[config.mk]
export PLATFORM = sky130hd
export DESIGN_NAME = scalar_kalman_filter_flat
export DESIGN_NICKNAME = d
export VERILOG_FILES = /design/src/rtl/skf_pkg.sv /design/src/rtl/skf_if.sv /design/src/rtl/scalar_kalman_filter.sv /design/src/flat_wrapper.sv
export SDC_FILE = /design/constraint.sdc
export NUM_CORES = 2
export LEC_CHECK = 0
export ABC_AREA = 1
export BUFFER_PORTS_ARGS = -buffer_cell sky130_fd_sc_hd__buf_4
export CORE_UTILIZATION = 50
export CTS_BUF_LIST = sky130_fd_sc_hd__clkbuf_2 sky130_fd_sc_hd__clkbuf_4 sky130_fd_sc_hd__clkbuf_8
export DETAILED_ROUTE_END_ITERATION = 16
export GPL_TIMING_DRIVEN = 0
export PLACE_DENSITY_LB_ADDON = 0.3
export SETUP_SLACK_MARGIN = 0.02
export SYNTH_ARGS = -nofsm -noshare
export SYNTH_HDL_FRONTEND = slang
export SYNTH_SLANG_ARGS = --single-unit
[constraint.sdc]
create_clock -name clk -period 16.6 [get_ports clk]
set_input_delay 3.32 -clock clk [delete_from_list [all_inputs] [get_ports clk]]
set_output_delay 3.32 -clock clk [all_outputs]
set_load 0.1 [all_outputs]
[src/rtl/skf_pkg.sv]
// Package of the scalar Kalman filter: field widths, register indexes and
// sequencer states. Used by the channel interfaces and the top level.
`default_nettype none

package skf_pkg;

	localparam int DATA_W    = 32;
	localparam int CFG_IDX_W = 1;

	localparam logic [CFG_IDX_W-1:0] REG_PROCESS_NOISE = 1'b0;
	localparam logic [CFG_IDX_W-1:0] REG_MEASURE_NOISE = 1'b1;

	typedef enum logic [2:0] {
		ST_IDLE,
		ST_PRED,
		ST_SETUP,
		ST_DIV,
		ST_MUL_EST,
		ST_MUL_COV,
		ST_COV,
		ST_EMIT
	} state_t;

endpackage

`default_nettype wire

[src/rtl/skf_if.sv]
// Valid/ready channel interfaces for the sample input and the estimate output.
// Depends on skf_pkg for the payload width.
`default_nettype none

interface skf_sample_if;
	logic                              valid;
	logic                              ready;
	logic signed [skf_pkg::DATA_W-1:0] sample;

	modport source (output valid, output sample, input ready);
	modport sink (input valid, input sample, output ready);
endinterface

interface skf_estimate_if;
	logic                              valid;
	logic                              ready;
	logic signed [skf_pkg::DATA_W-1:0] estimate;

	modport source (output valid, output estimate, input ready);
	modport sink (input valid, input estimate, output ready);
endinterface

`default_nettype wire

[src/rtl/scalar_kalman_filter.sv]
// Top level of the scalar Kalman filter: sequencer, bit-serial gain divider
// and one shared multiplier. Depends on skf_pkg and the channel interfaces.
//
//   Channel    Role     Payload
//   samples    sink     sample, signed, FRAC_BITS fraction bits
//   estimates  source   estimate, signed, FRAC_BITS fraction bits
//   cfg        write    process_noise (index 0), measure_noise (index 1)
//
// An item goes from its transfer through the sequencer states to the output
// register; the divider in the DIV state makes one gain bit a cycle.
// The input is not ready while an item is in work; it is ready again as soon
// as the result is loaded, even while that result waits to be taken.
// A stalled output holds the sequencer before its last step.
// Reset restores the estimate, the covariance and both noise registers.
`default_nettype none

module scalar_kalman_filter #(
	parameter int FRAC_BITS = 16
) (
	input  logic                           clk,
	input  logic                           arst_n,
	input  logic                           cfg_we,
	input  logic [skf_pkg::CFG_IDX_W-1:0]  cfg_index,
	input  logic [skf_pkg::DATA_W-1:0]     cfg_data,
	skf_sample_if.sink                     samples,
	skf_estimate_if.source                 estimates
);

	localparam int DW = skf_pkg::DATA_W;
	localparam int GW = FRAC_BITS + 1;
	localparam int MW = DW + 1;
	localparam int PW = GW + MW;
	localparam int NW = DW + FRAC_BITS + 1;
	localparam int CW = $clog2(GW);
	localparam int RW = PW - FRAC_BITS;

	localparam longint unsigned ONE_L = 64'd1 << FRAC_BITS;
	localparam logic [DW-1:0] RESET_Q   = DW'((ONE_L + 64'd500) / 64'd1000);
	localparam logic [DW-1:0] RESET_R   = DW'((64'd543 * ONE_L + 64'd500) / 64'd1000);
	localparam logic [DW-1:0] RESET_COV = DW'((64'd2 * ONE_L + 64'd50) / 64'd100);
	localparam logic [GW-1:0] GAIN_ONE  = GW'(ONE_L);
	localparam logic [PW-1:0] HALF      = PW'(ONE_L >> 1);
	localparam logic [CW-1:0] DIV_LAST  = CW'(FRAC_BITS);

	skf_pkg::state_t state_q, state_nx;

	logic [DW-1:0] q_noise_q;
	logic [DW-1:0] r_noise_q;
	logic [DW-1:0] est_q;
	logic [DW-1:0] cov_q;
	logic [DW-1:0] sample_q;
	logic [DW-1:0] p_q;
	logic [MW-1:0] den_q;
	logic          den_zero_q;
	logic [MW-1:0] rem_q;
	logic [GW-1:0] num_q;
	logic [GW-1:0] quo_q;
	logic [CW-1:0] cnt_q;
	logic [MW-1:0] mag_q;
	logic          neg_q;
	logic [GW-1:0] gain_q;
	logic [PW-1:0] prod_q;
	logic          out_valid_q;
	logic [DW-1:0] out_data_q;

	logic [DW:0]   p_sum_w;
	logic [DW-1:0] p_w;
	logic [MW-1:0] den_w;
	logic [NW-1:0] num_w;
	logic [MW-1:0] innov_w;
	logic [MW-1:0] mag_w;
	logic [MW:0]   rem_sh_w;
	logic          ge_w;
	logic [MW:0]   rem_nx_w;
	logic [GW-1:0] gain_w;
	logic [GW-1:0] mul_a;
	logic [MW-1:0] mul_b;
	logic [PW-1:0] prod_w;
	logic [PW-1:0] rnd_w;
	logic [RW-1:0] scaled_w;
	logic [DW+2:0] next_w;
	logic [DW-1:0] est_nx_w;
	logic [DW-1:0] cov_nx_w;
	logic          emit_w;
	logic          in_xfer;

	assign in_xfer = samples.valid && samples.ready;

	// Predicted covariance, saturating.
	assign p_sum_w = {1'b0, cov_q} + {1'b0, q_noise_q};
	assign p_w     = p_sum_w[DW] ? {DW{1'b1}} : p_sum_w[DW-1:0];

	// Gain numerator with the rounding half of the denominator folded in.
	assign den_w   = {1'b0, p_q} + {1'b0, r_noise_q};
	assign num_w   = {1'b0, p_q, {FRAC_BITS{1'b0}}} + NW'(den_w >> 1);

	assign innov_w = {sample_q[DW-1], sample_q} - {est_q[DW-1], est_q};
	assign mag_w   = innov_w[MW-1] ? (~innov_w + MW'(1)) : innov_w;

	// One restoring division step.
	assign rem_sh_w = {rem_q, num_q[GW-1]};
	assign ge_w     = rem_sh_w >= {1'b0, den_q};
	assign rem_nx_w = ge_w ? (rem_sh_w - {1'b0, den_q}) : rem_sh_w;

	assign gain_w = den_zero_q ? '0 : ((quo_q > GAIN_ONE) ? GAIN_ONE : quo_q);

	assign prod_w   = {{MW{1'b0}}, mul_a} * {{GW{1'b0}}, mul_b};
	assign rnd_w    = prod_q + HALF;
	assign scaled_w = rnd_w[PW-1:FRAC_BITS];

	assign next_w = neg_q ? ({{3{est_q[DW-1]}}, est_q} - {1'b0, scaled_w})
	                      : ({{3{est_q[DW-1]}}, est_q} + {1'b0, scaled_w});

	always_comb begin
		if (!next_w[DW+2] && (|next_w[DW+1:DW-1])) begin
			est_nx_w = {1'b0, {(DW-1){1'b1}}};
		end else if (next_w[DW+2] && !(&next_w[DW+1:DW-1])) begin
			est_nx_w = {1'b1, {(DW-1){1'b0}}};
		end else begin
			est_nx_w = next_w[DW-1:0];
		end
	end

	assign cov_nx_w = (|scaled_w[RW-1:DW]) ? {DW{1'b1}} : scaled_w[DW-1:0];

	always_comb begin
		state_nx = state_q;
		case (state_q)
			skf_pkg::ST_IDLE: begin
				if (in_xfer) state_nx = skf_pkg::ST_PRED;
			end
			skf_pkg::ST_PRED:    state_nx = skf_pkg::ST_SETUP;
			skf_pkg::ST_SETUP:   state_nx = skf_pkg::ST_DIV;
			skf_pkg::ST_DIV: begin
				if (cnt_q == '0) state_nx = skf_pkg::ST_MUL_EST;
			end
			skf_pkg::ST_MUL_EST: state_nx = skf_pkg::ST_MUL_COV;
			skf_pkg::ST_MUL_COV: state_nx = skf_pkg::ST_COV;
			skf_pkg::ST_COV:     state_nx = skf_pkg::ST_EMIT;
			skf_pkg::ST_EMIT: begin
				if (emit_w) state_nx = skf_pkg::ST_IDLE;
			end
			default:             state_nx = skf_pkg::ST_IDLE;
		endcase
	end

	always_comb begin
		samples.ready = 1'b0;
		emit_w        = 1'b0;
		mul_a         = gain_w;
		mul_b         = mag_q;
		case (state_q)
			skf_pkg::ST_IDLE:    samples.ready = 1'b1;
			skf_pkg::ST_MUL_COV: begin
				mul_a = GAIN_ONE - gain_q;
				mul_b = {1'b0, p_q};
			end
			skf_pkg::ST_EMIT:    emit_w = !out_valid_q || estimates.ready;
			default: begin
				samples.ready = 1'b0;
			end
		endcase
	end

	assign estimates.valid    = out_valid_q;
	assign estimates.estimate = out_data_q;

	always_ff @(posedge clk or negedge arst_n) begin
		if (!arst_n) begin
			state_q     <= skf_pkg::ST_IDLE;
			q_noise_q   <= RESET_Q;
			r_noise_q   <= RESET_R;
			est_q       <= '0;
			cov_q       <= RESET_COV;
			cnt_q       <= '0;
			out_valid_q <= 1'b0;
		end else begin
			state_q <= state_nx;
			if (cfg_we) begin
				if (cfg_index == skf_pkg::REG_PROCESS_NOISE) begin
					q_noise_q <= cfg_data;
				end else if (cfg_index == skf_pkg::REG_MEASURE_NOISE) begin
					r_noise_q <= cfg_data;
				end
			end
			if (state_q == skf_pkg::ST_SETUP) begin
				cnt_q <= DIV_LAST;
			end else if (state_q == skf_pkg::ST_DIV) begin
				cnt_q <= cnt_q - CW'(1);
			end
			if (state_q == skf_pkg::ST_MUL_COV) begin
				est_q <= est_nx_w;
			end
			if (state_q == skf_pkg::ST_COV) begin
				cov_q <= cov_nx_w;
			end
			if (emit_w) begin
				out_valid_q <= 1'b1;
			end else if (estimates.ready) begin
				out_valid_q <= 1'b0;
			end
		end
	end

	always_ff @(posedge clk) begin
		if (in_xfer) begin
			sample_q <= samples.sample;
		end
		if (state_q == skf_pkg::ST_PRED) begin
			p_q <= p_w;
		end
		if (state_q == skf_pkg::ST_SETUP) begin
			den_q      <= den_w;
			den_zero_q <= den_w == '0;
			rem_q      <= {1'b0, num_w[NW-1:GW]};
			num_q      <= num_w[GW-1:0];
			mag_q      <= mag_w;
			neg_q      <= innov_w[MW-1];
		end
		if (state_q == skf_pkg::ST_DIV) begin
			rem_q <= rem_nx_w[MW-1:0];
			num_q <= {num_q[GW-2:0], 1'b0};
			quo_q <= {quo_q[GW-2:0], ge_w};
		end
		if (state_q == skf_pkg::ST_MUL_EST) begin
			gain_q <= gain_w;
			prod_q <= prod_w;
		end
		if (state_q == skf_pkg::ST_MUL_COV) begin
			prod_q <= prod_w;
		end
		if (emit_w) begin
			out_data_q <= est_q;
		end
	end

endmodule

`default_nettype wire

[src/flat_wrapper.sv]
// flat-port wrapper written by rule: the top's interface ports become plain ports
module scalar_kalman_filter_flat 
#(
	parameter int FRAC_BITS = 16
)
  (clk, arst_n, cfg_we, cfg_index, cfg_data, samples_valid, samples_sample, samples_ready, estimates_valid, estimates_estimate, estimates_ready);
  skf_sample_if samples_i ();
  skf_estimate_if estimates_i ();
  input  logic clk;
  input  logic arst_n;
  input  logic cfg_we;
  input  logic [skf_pkg::CFG_IDX_W-1:0] cfg_index;
  input  logic [skf_pkg::DATA_W-1:0] cfg_data;
  input wire logic [$bits(samples_i.valid)-1:0] samples_valid;
  input wire logic [$bits(samples_i.sample)-1:0] samples_sample;
  output wire logic [$bits(samples_i.ready)-1:0] samples_ready;
  output wire logic [$bits(estimates_i.valid)-1:0] estimates_valid;
  output wire logic [$bits(estimates_i.estimate)-1:0] estimates_estimate;
  input wire logic [$bits(estimates_i.ready)-1:0] estimates_ready;
  assign samples_i.valid = samples_valid;
  assign samples_i.sample = samples_sample;
  assign samples_ready = samples_i.ready;
  assign estimates_valid = estimates_i.valid;
  assign estimates_estimate = estimates_i.estimate;
  assign estimates_i.ready = estimates_ready;
  scalar_kalman_filter #(.FRAC_BITS(FRAC_BITS)) u_core (.clk(clk), .arst_n(arst_n), .cfg_we(cfg_we), .cfg_index(cfg_index), .cfg_data(cfg_data), .samples(samples_i), .estimates(estimates_i));
endmodule
* After elaboration in Yosys (flattened, before gate mapping)
Index checks and enable logic that the tools add are counted.
** Storage, ports and cells
- Flip-flop bits (word level) :: 435
- Bits of input ports :: 70
- Output and inout port bits :: 34
- Word-level logic and storage cells :: 92
** Cells by class
- Add/sub/neg operators :: 11
- Multipliers :: 1
- $lt $le $gt $ge :: 2
- Equality and inequality tests :: 10
- Multiplexer cells :: 26
- Bitwise operators :: 2
- Reductions and logical operators :: 19
** Operator list (number)
- $mux 33 :: 4
- $mux 32 :: 4
- $mux 50 :: 2
- $mux 17 :: 5
- $add 32x32->33 :: 2
- $add 50x16->50 const B :: 1
- $mul 17x33->50 :: 1
- $add 48x32->49 :: 1
- $add 35x34->35 :: 1
- $mux 35 :: 1
- $sub 35x34->35 :: 1
- $ge 34x33->1 :: 1
- $add 33x1->33 const B :: 1
- $logic_not 33->1 :: 1
- $not 33->33 :: 1
- $sub 32x32->33 :: 1
- $sub 33x33->33 :: 1
- $pmux 3 s8 :: 1
- $gt 17x17->1 const B :: 1
- $sub 17x17->17 const A :: 1
- $eq 3x3->1 const B :: 4
- $mux 5 :: 2
- $mux 3 :: 3
- $eq 3x2->1 const B :: 2
- 15 further kinds :: 28

* Logic depth before layout (Yosys ltp)
- Depth after elaboration :: 8
- Depth in mapped cells :: 38
- Depth with buffers taken out :: 37

* Least setup slack after synthesis
Ideal clock, no wire load.
- Path kind :: reg-to-reg
- From :: register u_core.gain_q[0]
- To :: register u_core.prod_q[49] (data pin)
- Data arrival time :: 6.966 ns
- Data required time :: 16.340 ns
- Path slack :: 9.374 ns
- Stages on the path, launching flop included :: 37
- Buffers on the path :: 1
- Clock period less this slack :: 7.226 ns
- Path through :: edfxtp_1 > inv_1 > ha_1 > nand2_1 > or2_2 > nor2_1 > nand3_1 > inv_1 > nand3_1 > nor2_1 > nand2_1 > nor2_1 > and3_1 > o21ai_0 > nand2_1 > buf_2 > nor2_1 > fa_1 > inv_1 > fa_1 > fa_1 > inv_1 > fa_1 > fa_1 > inv_1 > fa_1 > inv_1 > ha_1 > a21oi_1 > inv_1 > a31oi_1 > inv_1 > a21oi_1 > nor2_1 > a211oi_1 > nand3_1 > xnor2_1
** Between the ends
- Cells in the longest elaborated chain, start to end :: 5
** RTL lines
- start, declared :: line scalar_kalman_filter.sv:61 : logic [GW-1:0] gain_q;
- start signal, assigned :: line scalar_kalman_filter.sv:226 : gain_q <= gain_w;
- $sub 17x17->17 (*) :: line scalar_kalman_filter.sv:155 : mul_a = GAIN_ONE - gain_q;
- $mux 17 (*) :: line scalar_kalman_filter.sv:152 : case (state_q)
- $mul 17x33->50 (*) :: line scalar_kalman_filter.sv:107 : assign prod_w = {{MW{1'b0}}, mul_a} * {{GW{1'b0}}, mul_b};
- via u_core.prod_w[49] :: line scalar_kalman_filter.sv:78 : logic [PW-1:0] prod_w;
- $mux 50 :: line scalar_kalman_filter.sv:225 : if (state_q == skf_pkg::ST_MUL_EST) begin
- $mux 50 (*) :: line scalar_kalman_filter.sv:229 : if (state_q == skf_pkg::ST_MUL_COV) begin
- end signal, assigned :: line scalar_kalman_filter.sv:227 : prod_q <= prod_w;
- end signal, assigned :: line scalar_kalman_filter.sv:230 : prod_q <= prod_w;
- end, declared :: line scalar_kalman_filter.sv:62 : logic [PW-1:0] prod_q;
Mark *: on every way through the listed nets, which the timed path passes. The rest lies on a longest branch. The select of a mux whose other input is x is not followed.
A chain may end at the register's enable or synchronous reset.

* Worst setup path after layout
- From :: register u_core.state_q[2]
- To :: register u_core.prod_q[40] (data pin)
** Between the ends
- Cells in the longest elaborated chain, start to end :: 5
- Elaborated cells between the ends (all ways) :: 6
- Those cells by class :: mul (1); eq/ne (1); mux (4)
** RTL lines
- start, declared :: line scalar_kalman_filter.sv:45 : skf_pkg::state_t state_q, state_nx;
- start signal, assigned :: line scalar_kalman_filter.sv:170 : state_q <= skf_pkg::ST_IDLE;
- start signal, assigned :: line scalar_kalman_filter.sv:178 : state_q <= state_nx;
- $eq 3x3->1 (*) :: line scalar_kalman_filter.sv:152
- $mux 17 / $mux 33 (equally long branches) :: line scalar_kalman_filter.sv:152
- $mul 17x33->50 (*) :: line scalar_kalman_filter.sv:107
- via u_core.prod_w[40] :: line scalar_kalman_filter.sv:78
- $mux 50 :: line scalar_kalman_filter.sv:225
- $mux 50 (*) :: line scalar_kalman_filter.sv:229
Marks and branches as above.

==> flow_summary.ini <==
[floorplan]
fp-row-count = 111
dieWidth_um = 307
die_h_um = 307
die_area_um2 = 94300
ios = 104
core_area_um2 = 91900
start_util_pct = 50.6

[synthesis]
netlist-cell-type-count = 56
syn_area_per_cell_um2 = 7.79
ys_warn_count = 0
seq_area_frac_synth_pct = 25.6
synth_seq_cells = 420
synth_edf_count = 282
syn_nets = 6820
synth_flop_cell = edfxtp_1
netlist_instances = 5975
ys_async_sr_fraction_pct = 32.6
synth_area_um2 = 46500

[route]
drt_first_pass_iters = 6
viasPerCell = 5.47
top_layer = met5
drt-met1-wl_um = 62800
wl_um = 154000
drc_errors = 0
met2_length_um = 69700
antenna_left = 0
drt_first_iter_violations = 3543
wl_met3_um = 14000
wl_per_cell_um = 20.7
num_vias = 40800

[cts]
cts_root_buf = clkbuf_8
tritoncts = yes
clk_path_buf_depth = 3
cts_max_level = 3
cts_resized = 0
cts.sinks = 420
post-cts-setup-buffers = 0
cts_hold_buf = 0
tritoncts.num_buffers = 75
clkLatencyLatePin_ps = 680
path_clk_slew_ps = 60

[grt]
grt_start_max_net_pins = 78
grtUsageTotal_pct = 32.9
grt_pass1_wl_um = 233000
grt_pass1_vias = 39700
antenna_found_initial = 2
grt_overflow = 0

[critical_path]
critPathBufInv = 7
critPathSlowestCell = clkbuf_1
cp.depth = 30
critPathKind = flip-flop to flip-flop
r2r-start = u_core.state_q[2]$_DFFE_PN0P_
reg2reg_slack_ps = 6090
max_stage_delay_ps = 750
crit_start = u_core.state_q[2]$_DFFE_PN0P_
critPathMaxFanout = 10
crit_required_ps = 17070
cp.arrival_ps = 10970
path_delay_family = adder cells
r2r_cells = 30
worstSetupEndpoint = u_core.prod_q[40]$_DFFE_PP_
start_kind = flip-flop
endpoint_kind = flip-flop
regToRegEndpoint = u_core.prod_q[40]$_DFFE_PP_

[placement]
port_buffers = 103
dp_hpwl_um = 129000
gp_congestion = 1.02

[sta]
max_freq_mhz = 95.2
tns_ps = 0
finalCritPeriodShare_pct = 63.3
final_max_slew_viol_count = 0
period_needed_ps = 10510
final_hold_viol_count = 0
slew_headroom_pct = 12.2
skew_ps = 41.2
setup_viol_count_final = 0
worst_pin_slew_ps = 1310
rsz0062_at_grt = no

[worst_hold_path]
hp-class = flip-flop to flip-flop

[flow_run]
maxCapViolations = 0

[layout]
n_fill_cell = 8801
area_growth_pct = 8.96
nets = 7006
regArea_um2 = 11900
multi_input_area_um2 = 29600
final_cell_mix = nand2_1 (1371), inv_1 (1199), nor2_1 (614)
final_core_util_pct = 55.2
final_common_cell = nand2_1
drive_gt1_share_pct = 5.26

[status]
outcome = complete, no violations
[worst min path at each step]
stage | slack (ps) | to | startpoint | cells past startpoint
finish | 490 | u_core.num_q[0]$_SDFFE_PP0P_ | u_core.num_q[0]$_SDFFE_PP0P_ | 2
global route | 500 | u_core.estimates.estimate[19]$_DFFE_PP_ | u_core.est_q[19]$_DFFE_PN0P_ | 0
CTS | 480 | u_core.num_q[0]$_SDFFE_PP0P_ | u_core.num_q[0]$_SDFFE_PP0P_ | 2
detailed placement | 470 | u_core.quo_q[7]$_DFFE_PP_ | u_core.quo_q[6]$_DFFE_PP_ | 0
global placement | 460 | u_core.quo_q[4]$_DFFE_PP_ | u_core.quo_q[3]$_DFFE_PP_ | 0
floorplan | 440 | u_core.quo_q[9]$_DFFE_PP_ | u_core.quo_q[8]$_DFFE_PP_ | 0
[metal layers]
metal  vias to the layer above  global-route usage (%)
li1                      19100                       -
met1                     19600                    43.0
met2                      1721                    52.1
met3                       330                    7.55
met4                         2                    15.2
met5                         -                       0
[state kept, by name, summed over array words and instances (netlist names)]
register and cells:
u_core.cnt_q 5, u_core.cov_q 32, u_core.den_q 33, u_core.den_zero_q 1, u_core.est_q 32, u_core.estimates.estimate 32
u_core.estimates.valid 1, u_core.gain_q 17, u_core.mag_q 33, u_core.neg_q 1, u_core.num_q 17, u_core.p_q 32
u_core.prod_q 35, u_core.q_noise_q 32, u_core.quo_q 17, u_core.r_noise_q 32, u_core.rem_q 33, u_core.sample_q 32
u_core.state_q 3
[tightest hold or removal path, stage by stage, from the launching register on]
cell     delay (ps)
dfxtp_1         300
inv_1            60
o22ai_1          80
[logic make-up (layout without fill, tap and decap cells)]
group / Yosys count / in the layout / synth area share, %
multiplexers: 2 / 2 / 0.0430
other: 0 / 1 / 0
buffers and inverters: 1341 / 1588 / 10.9
adder cells (fa/ha/maj): 775 / 775 / 28.4
AND/OR/NAND/NOR: 2349 / 2349 / 20.4
XOR/XNOR: 226 / 226 / 4.27
AO/OA/AOI/OAI: 862 / 862 / 10.3
flip-flops: 420 / 420 / 25.6
[through the flow]
stage	worst slack [ps]	instances	instance area (µm²)	hold slack (ps)
2_1_floorplan	9370	5975	46500	442
3_3_place_gp	6540	7321	48900	465
3_5_place_dp	6390	7327	49000	468
4_1_cts	6350	7465	50700	484
5_1_grt	5890	7466	50700	500
6_report	6090	7466	50700	486
[final cells by class]
class	instances	area share, %
multi-input combinational	4214	58.3
clock buffer	105	2.58
tap	1243	3.07
timing repair buffer	109	1.78
sequential	420	23.5
antenna	1	0.00494
inverter	1212	8.97
buffer	129	1.08
clock inverter	33	0.691
[synth_stat cells, types with 6 or more instances]
cell type / count / share of area, %
nand2_1: 1371 / 11
inv_1: 1199 / 9.7
nor2_1: 621 / 5.0
fa_1: 468 / 20
a21oi_1: 327 / 3.5
o21ai_0: 311 / 3.3
ha_1: 307 / 8.3
edfxtp_1: 282 / 18
nand3_1: 172 / 1.8
xor2_1: 152 / 2.9
dfrtp_1: 123 / 6.6
clkbuf_1: 102 / 0.82
xnor2_1: 73 / 1.4
nor3_1: 50 / 0.54
nand4_1: 45 / 0.60
a31oi_1: 38 / 0.51
o21bai_1: 32 / 0.52
o211ai_1: 31 / 0.50
a21o_1: 24 / 0.39
o22ai_1: 21 / 0.28
nor4_1: 20 / 0.27
or2_2: 19 / 0.26
o21a_1: 18 / 0.29
dfstp_2: 14 / 0.79
a21boi_0: 13 / 0.21
buf_2: 13 / 0.14
nand3b_1: 13 / 0.21
clkinv_1: 12 / 0.097
nor2_2: 11 / 0.15
o21ai_1: 10 / 0.11
nand2_2: 9 / 0.12
a2bb2oi_1: 8 / 0.15
buf_1: 8 / 0.065
o31ai_1: 7 / 0.11
buf_6: 6 / 0.15
Power is not shown: default switching activity piles up to over one toggle a cycle in this logic, so the estimate is an artifact.
